**src/design/ktd_pkg.sv**
```systemverilog
// Shared types, codes and entry update functions for the key tap/hold/double detector.
// No dependencies; used by ktd_store and key_tap_hold_double_detector.
`default_nettype none

package ktd_pkg;

  // Table depth default
  localparam int KTD_NUM_KEYS = 256;

  // Field widths
  localparam int CMD_W    = 2;
  localparam int KEY_W    = 8;
  localparam int DT_W     = 10;
  localparam int PHASE_W  = 3;
  localparam int TIMER_W  = 16;
  localparam int CFG_IDX_W  = 1;
  localparam int CFG_DATA_W = 16;

  localparam logic [TIMER_W-1:0] TIMER_MAX = '1;

  // Command codes
  localparam logic [CMD_W-1:0] CMD_DOWN  = 2'd0;
  localparam logic [CMD_W-1:0] CMD_UP    = 2'd1;
  localparam logic [CMD_W-1:0] CMD_TICK  = 2'd2;
  localparam logic [CMD_W-1:0] CMD_QUERY = 2'd3;

  // Phase codes
  localparam logic [PHASE_W-1:0] PH_RELEASED = 3'd0;
  localparam logic [PHASE_W-1:0] PH_PRESSED  = 3'd1;
  localparam logic [PHASE_W-1:0] PH_HELD     = 3'd2;
  localparam logic [PHASE_W-1:0] PH_COOLDOWN = 3'd3;
  localparam logic [PHASE_W-1:0] PH_DOUBLE   = 3'd4;

  // Configuration register indexes
  localparam logic [CFG_IDX_W-1:0] REG_TAP_THR = 1'b0;
  localparam logic [CFG_IDX_W-1:0] REG_DBL_THR = 1'b1;

  localparam logic [TIMER_W-1:0] TAP_THR_RESET = 16'd200;
  localparam logic [TIMER_W-1:0] DBL_THR_RESET = 16'd300;

  typedef struct packed {
    logic [CMD_W-1:0] cmd;
    logic [KEY_W-1:0] key_code;
    logic [DT_W-1:0]  elapsed_ms;
  } in_item_t;

  typedef struct packed {
    logic [PHASE_W-1:0] key_state;
    logic               is_held;
    logic               is_pressed;
    logic               is_double_pressed;
  } out_item_t;

  // One table entry
  typedef struct packed {
    logic [PHASE_W-1:0] phase;
    logic [TIMER_W-1:0] timer;
  } entry_t;

  // Saturating timer advance
  function automatic logic [TIMER_W-1:0] add_sat(logic [TIMER_W-1:0] t,
                                                 logic [DT_W-1:0] dt);
    logic [TIMER_W:0] s;
    s = {1'b0, t} + (TIMER_W+1)'(dt);
    return s[TIMER_W] ? TIMER_MAX : s[TIMER_W-1:0];
  endfunction

  // Entry after one tick
  function automatic entry_t tick_entry(entry_t e, logic [DT_W-1:0] dt,
                                        logic [TIMER_W-1:0] tap_thr,
                                        logic [TIMER_W-1:0] dbl_thr);
    entry_t n;
    logic [TIMER_W-1:0] t;
    n = e;
    t = add_sat(e.timer, dt);
    case (e.phase)
      PH_PRESSED: begin
        n.timer = t;
        if (t >= tap_thr) n.phase = PH_HELD;
      end
      PH_HELD: begin
        n.timer = t;
      end
      PH_COOLDOWN: begin
        if (t >= dbl_thr) begin
          n.phase = PH_RELEASED;
          n.timer = '0;
        end else begin
          n.timer = t;
        end
      end
      default: n = e;
    endcase
    return n;
  endfunction

  // Entry after a key down or key up
  function automatic entry_t key_entry(entry_t e, logic [CMD_W-1:0] cmd);
    entry_t n;
    n = e;
    if (cmd == CMD_DOWN) begin
      if (e.phase == PH_RELEASED) begin
        n.phase = PH_PRESSED;
      end else if (e.phase == PH_COOLDOWN) begin
        n.phase = PH_DOUBLE;
        n.timer = '0;
      end
    end else if (cmd == CMD_UP) begin
      n.phase = (e.phase == PH_PRESSED) ? PH_COOLDOWN : PH_RELEASED;
      n.timer = '0;
    end
    return n;
  endfunction

endpackage

`default_nettype wire

```
**src/design/ktd_store.sv**
```systemverilog
// Key entry table: one write port, one read port with registered read data.
// Depends on ktd_pkg for the entry type.
`default_nettype none

module ktd_store #(
  parameter int NUM_KEYS = ktd_pkg::KTD_NUM_KEYS,
  parameter int ADDR_W   = $clog2(NUM_KEYS)
) (
  input  wire logic                   clk,
  input  wire logic                   wr_en,
  input  wire logic [ADDR_W-1:0]      wr_addr,
  input  wire ktd_pkg::entry_t        wr_entry,
  input  wire logic [ADDR_W-1:0]      rd_addr,
  output ktd_pkg::entry_t             rd_entry
);
  import ktd_pkg::*;

  entry_t mem [NUM_KEYS];
  entry_t rd_entry_r;

  // Write port
  always_ff @(posedge clk) begin
    if (wr_en) mem[wr_addr] <= wr_entry;
  end

  // Read port, registered read data
  always_ff @(posedge clk) begin
    rd_entry_r <= mem[rd_addr];
  end

  assign rd_entry = rd_entry_r;

endmodule

`default_nettype wire

```
**config.mk**
```make
export PLATFORM = sky130hd
export DESIGN_NAME = ktd_store
export DESIGN_NICKNAME = d
export VERILOG_FILES = /design/src/design/ktd_pkg.sv /design/src/design/ktd_store.sv
export SDC_FILE = /design/constraint.sdc
export NUM_CORES = 2
export LEC_CHECK = 0
export BUFFER_PORTS_ARGS = -buffer_cell sky130_fd_sc_hd__buf_4
export CORE_MARGIN = 2
export CORE_UTILIZATION = 35
export CTS_CLUSTER_SIZE = 12
export DETAILED_ROUTE_END_ITERATION = 10
export PLACE_DENSITY = 0.55
export SETUP_SLACK_MARGIN = 0.5
export SLEW_MARGIN = 25
export SYNTH_ARGS = -nofsm -noshare
export SYNTH_HDL_FRONTEND = slang
export SYNTH_MEMORY_MAX_BITS = 65536
export SYNTH_SLANG_ARGS = --single-unit
```
**constraint.sdc**
```tcl
create_clock -name clk -period 4.77 [get_ports clk]
set_input_delay 0.954 -clock clk [delete_from_list [all_inputs] [get_ports clk]]
set_output_delay 0.954 -clock clk [all_outputs]
set_load 0.03 [all_outputs]
```
==> run_results.csv <==
group,metric,value,unit
power_and_ir_drop,vdd_ir_drop_max,0.383,mV
status,status,"finished, final reports clean",
logic_synthesis,netlist_area,0.188,mm²
clocking,cts_setup_buffers,0,
grt,grt_max_degree,145,
layout,fin_cells,17100,
die,die_h,738,µm
layout,area_growth,15.3,%
logic_synthesis,synth_ff_type,"edfxtp_1",
die,die_w,738,µm
clocking,hold_buffers,0,
clocking,cts-root-buf,"clkbuf_16",
grt,grt_usage,0.194,
min_path,worstHoldPathCells,1,
clocking,htree_levels,6,
setup_path,crit_path_max_fanout,63,
die,num_rows,269,
timing,slew_headroom,0.219,
power_and_ir_drop,cellPowerDensity,412,mW/mm²
power_and_ir_drop,total_power,89600,µW
clocking,tritoncts,"built",
grt,antenna_found_initial,43,
clocking,cts_buffers,521,
grt,grt_pass1_vias,94300,
timing,hold_viol,0,
clocking,cts.sinks,4883,
placement,placedCellCount,16100,
setup_path,reg2reg_from,"mem[192][6]",
timing,fin_tns_setup,0,ps
routing,dr.first_iter.drc_count,12800,
setup_path,startpoint_type,"input port",
timing,fmax,256,MHz
timing,worst_slew_pin_slew,1140,ps
logic_synthesis,seq_area_frac_synth,0.777,
grt,grt_pass1_wl,748000,µm
die,fp.coreArea,0.536,mm²
logic_synthesis,synth_nets,8746,
die,die-area,0.544,mm²
setup_path,worstSetupStartpoint,"rd_addr[1]",
setup_path,worst_setup_path_end_kind,"register",
timing,drv_slew,0,
timing,setup_viol,0,
logic_synthesis,synth_edf_count,4864,
die,boundaryPins,56,
layout,layout-drive-gt1-share,0.266,
routing,vias_per_cell,5.57,
timing,finalClockSkew,46.8,ps
routing,avgRoutedWirePerCell,31.7,µm
placement,dp_hpwl,328000,µm
power_and_ir_drop,power.leakage,0.0685,µW
placement,place.gp.congestion,0.846,
setup_path,critical_path_required,5720,ps
flow_run,cap_violations,0,
setup_path,crit_type,"input port to register",
setup_path,crit_arrival,4850,ps
logic_synthesis,ys_async_sr_fraction,0,
grt,globalRouteOverflowTotal,0,
timing,rsz0062_at_grt,"false",
clocking,cts_buffer_depth,4,
routing,wirelength,541000,µm
placement,portBuffers,55,
die,start_util,0.351,
clocking,cts_resized,0,
routing,drc,0,
setup_path,ff2ff_setup_slack,1560,ps
clocking,insertion_delay,1050,ps
routing,ant_nets,0,
setup_path,crit_path_end,"rd_entry[0]",
clocking,clkTransAtPathRegs,60,ps
min_path,min_path_type,"input port to register",
logic_synthesis,syn_inst,8709,
logic_synthesis,synth_warnings,0,
logic_synthesis,ys_ff_latch,4883,
logic_synthesis,ys_types,60,
routing,vias,94900,
timing,period_needed,3900,ps
timing,period_share,0.819,
setup_path,r2r-end,"rd_entry[6]",
setup_path,rr_worst_depth,9,
layout,final_nets,9525,
routing,drt_first_pass_iters,6,
logic_synthesis,syn_avg_cell_area,21.6,µm²
per-layer routing:
layer  vias to the layer above  GRT usage  routed length, µm  part of all wire
li1                      38700          -                  -                 -
met1                     51200      0.267             221000              0.41
met2                      4257      0.313             257000              0.47
met3                       803     0.0375              44900             0.083
met4                        18     0.0589              18800             0.035
met5                         -          0                114           0.00021
flip-flops by register name, summed over array words and instances (netlist names):
signal,count
rd_entry,19
mem,4864
through the flow:
step                      utilization  hold WS, ps  setup WS, ps  cell area (µm²)
after floorplan                     -          778          1520           188000
after global placement          0.376         1060          -403           202000
after detailed placement        0.376         1090         -30.4           202000
after CTS                       0.405          300          1050           217000
after global routing            0.405          334           844           217000
final                           0.405          343           865           217000
cells in the mapped netlist, types with 6 or more instances:
library cell | n | area [µm²]
nor3b_1 | 13 | 97.6
a31oi_1 | 7 | 43.8
buf_2 | 99 | 495
a211oi_1 | 18 | 135
nor4_1 | 20 | 125
o22ai_1 | 229 | 1430
nor2_1 | 328 | 1230
mux4_1 | 45 | 1180
mux4_2 | 899 | 20200
mux2i_1 | 709 | 7100
a2111oi_0 | 29 | 254
a21oi_1 | 182 | 911
nand3_1 | 33 | 165
nand2b_1 | 15 | 93.8
nor4b_1 | 7 | 61.3
nor3_1 | 152 | 761
or3_1 | 12 | 75.1
a22o_1 | 27 | 236
nand2_1 | 66 | 248
nor2b_1 | 11 | 68.8
o2111ai_1 | 6 | 52.6
buf_1 | 21 | 78.8
dfxtp_1 | 19 | 380
o221ai_1 | 257 | 2250
clkbuf_1 | 223 | 837
nand4_1 | 18 | 113
and2_1 | 12 | 75.1
a221oi_1 | 38 | 333
buf_4 | 68 | 510
edfxtp_1 | 4864 | 146000
o31ai_1 | 6 | 45.0
mux2_2 | 25 | 282
buf_12 | 15 | 300
buf_8 | 28 | 420
o21ai_0 | 50 | 250
a22oi_1 | 48 | 360
buf_6 | 69 | 777
placed cells by master, fill, tap and decap left out, types with 9 or more instances in the layout:
cell type	count
nand4_1	18
diode_2	17
inv_6	17
clkinv_1	102
buf_12	78
and2_1	11
nor2b_1	10
or3_1	12
a22oi_1	48
mux2i_1	709
nand3_1	24
nor2_2	245
a2111oi_0	21
nor4_1	20
clkinv_2	33
o22ai_1	229
buf_8	21
edfxtp_1	4864
a211oi_1	17
buf_4	682
clkbuf_16	528
nor3b_1	13
dfxtp_1	19
a21oi_1	182
a22o_1	27
nand2b_1	14
clkbuf_1	159
mux4_2	899
mux2_2	25
a221oi_1	38
o221ai_1	257
mux4_1	45
nand3_2	10
clkinv_8	17
inv_16	10
clkbuf_8	9
nor2_1	80
o21ai_0	49
nand2_1	63
nor3_1	152
where the power goes:
part | internal (µW) | switching (µW) | total [µW]
clock network | 21000 | 16500 | 37500
registers | 47300 | 97.3 | 47400
logic | 1600 | 3120 | 4720
critical path: stages:
cell       delay (ps)
buf_8             180
buf_12            400
nor2b_1           540
a221oi_1          210
nor3b_1           230
a2111oi_0         770
nand3_1           310
a211oi_2          660
buf_4             220
nor4b_1           220
logic make-up after synthesis:
family	after synthesis	synth area share
buffers and inverters	531	0.0185
and+or+nand+nor	703	0.0172
DFF	4883	0.777
muxes	1678	0.153
AOI/OAI and AO/OA	914	0.0343
area by class of cell:
class | count | area, µm²
Clock inverter | 194 | 1580
Timing Repair Buffer | 784 | 7050
Tap cell | 7181 | 8980
Multi-Input combinational cell | 3295 | 39300
Sequential cell | 4883 | 146000
Clock buffer | 695 | 13900
Antenna cell | 17 | 42.5
Fill cell | 47000 | 319000
Inverter | 3 | 23.8
worst min-delay path by stage:
stage | startpoint | to | slack, ps
floorplan | mem[2][8] | rd_entry[8] | 780
global placement | mem[96][13] | rd_entry[13] | 1060
detailed placement | mem[98][13] | rd_entry[13] | 1090
CTS | wr_entry[9] | mem[149][9] | 300
global route | wr_entry[5] | mem[148][5] | 330
finish | wr_entry[14] | mem[158][14] | 340
Power figures use the tool's default switching activity.
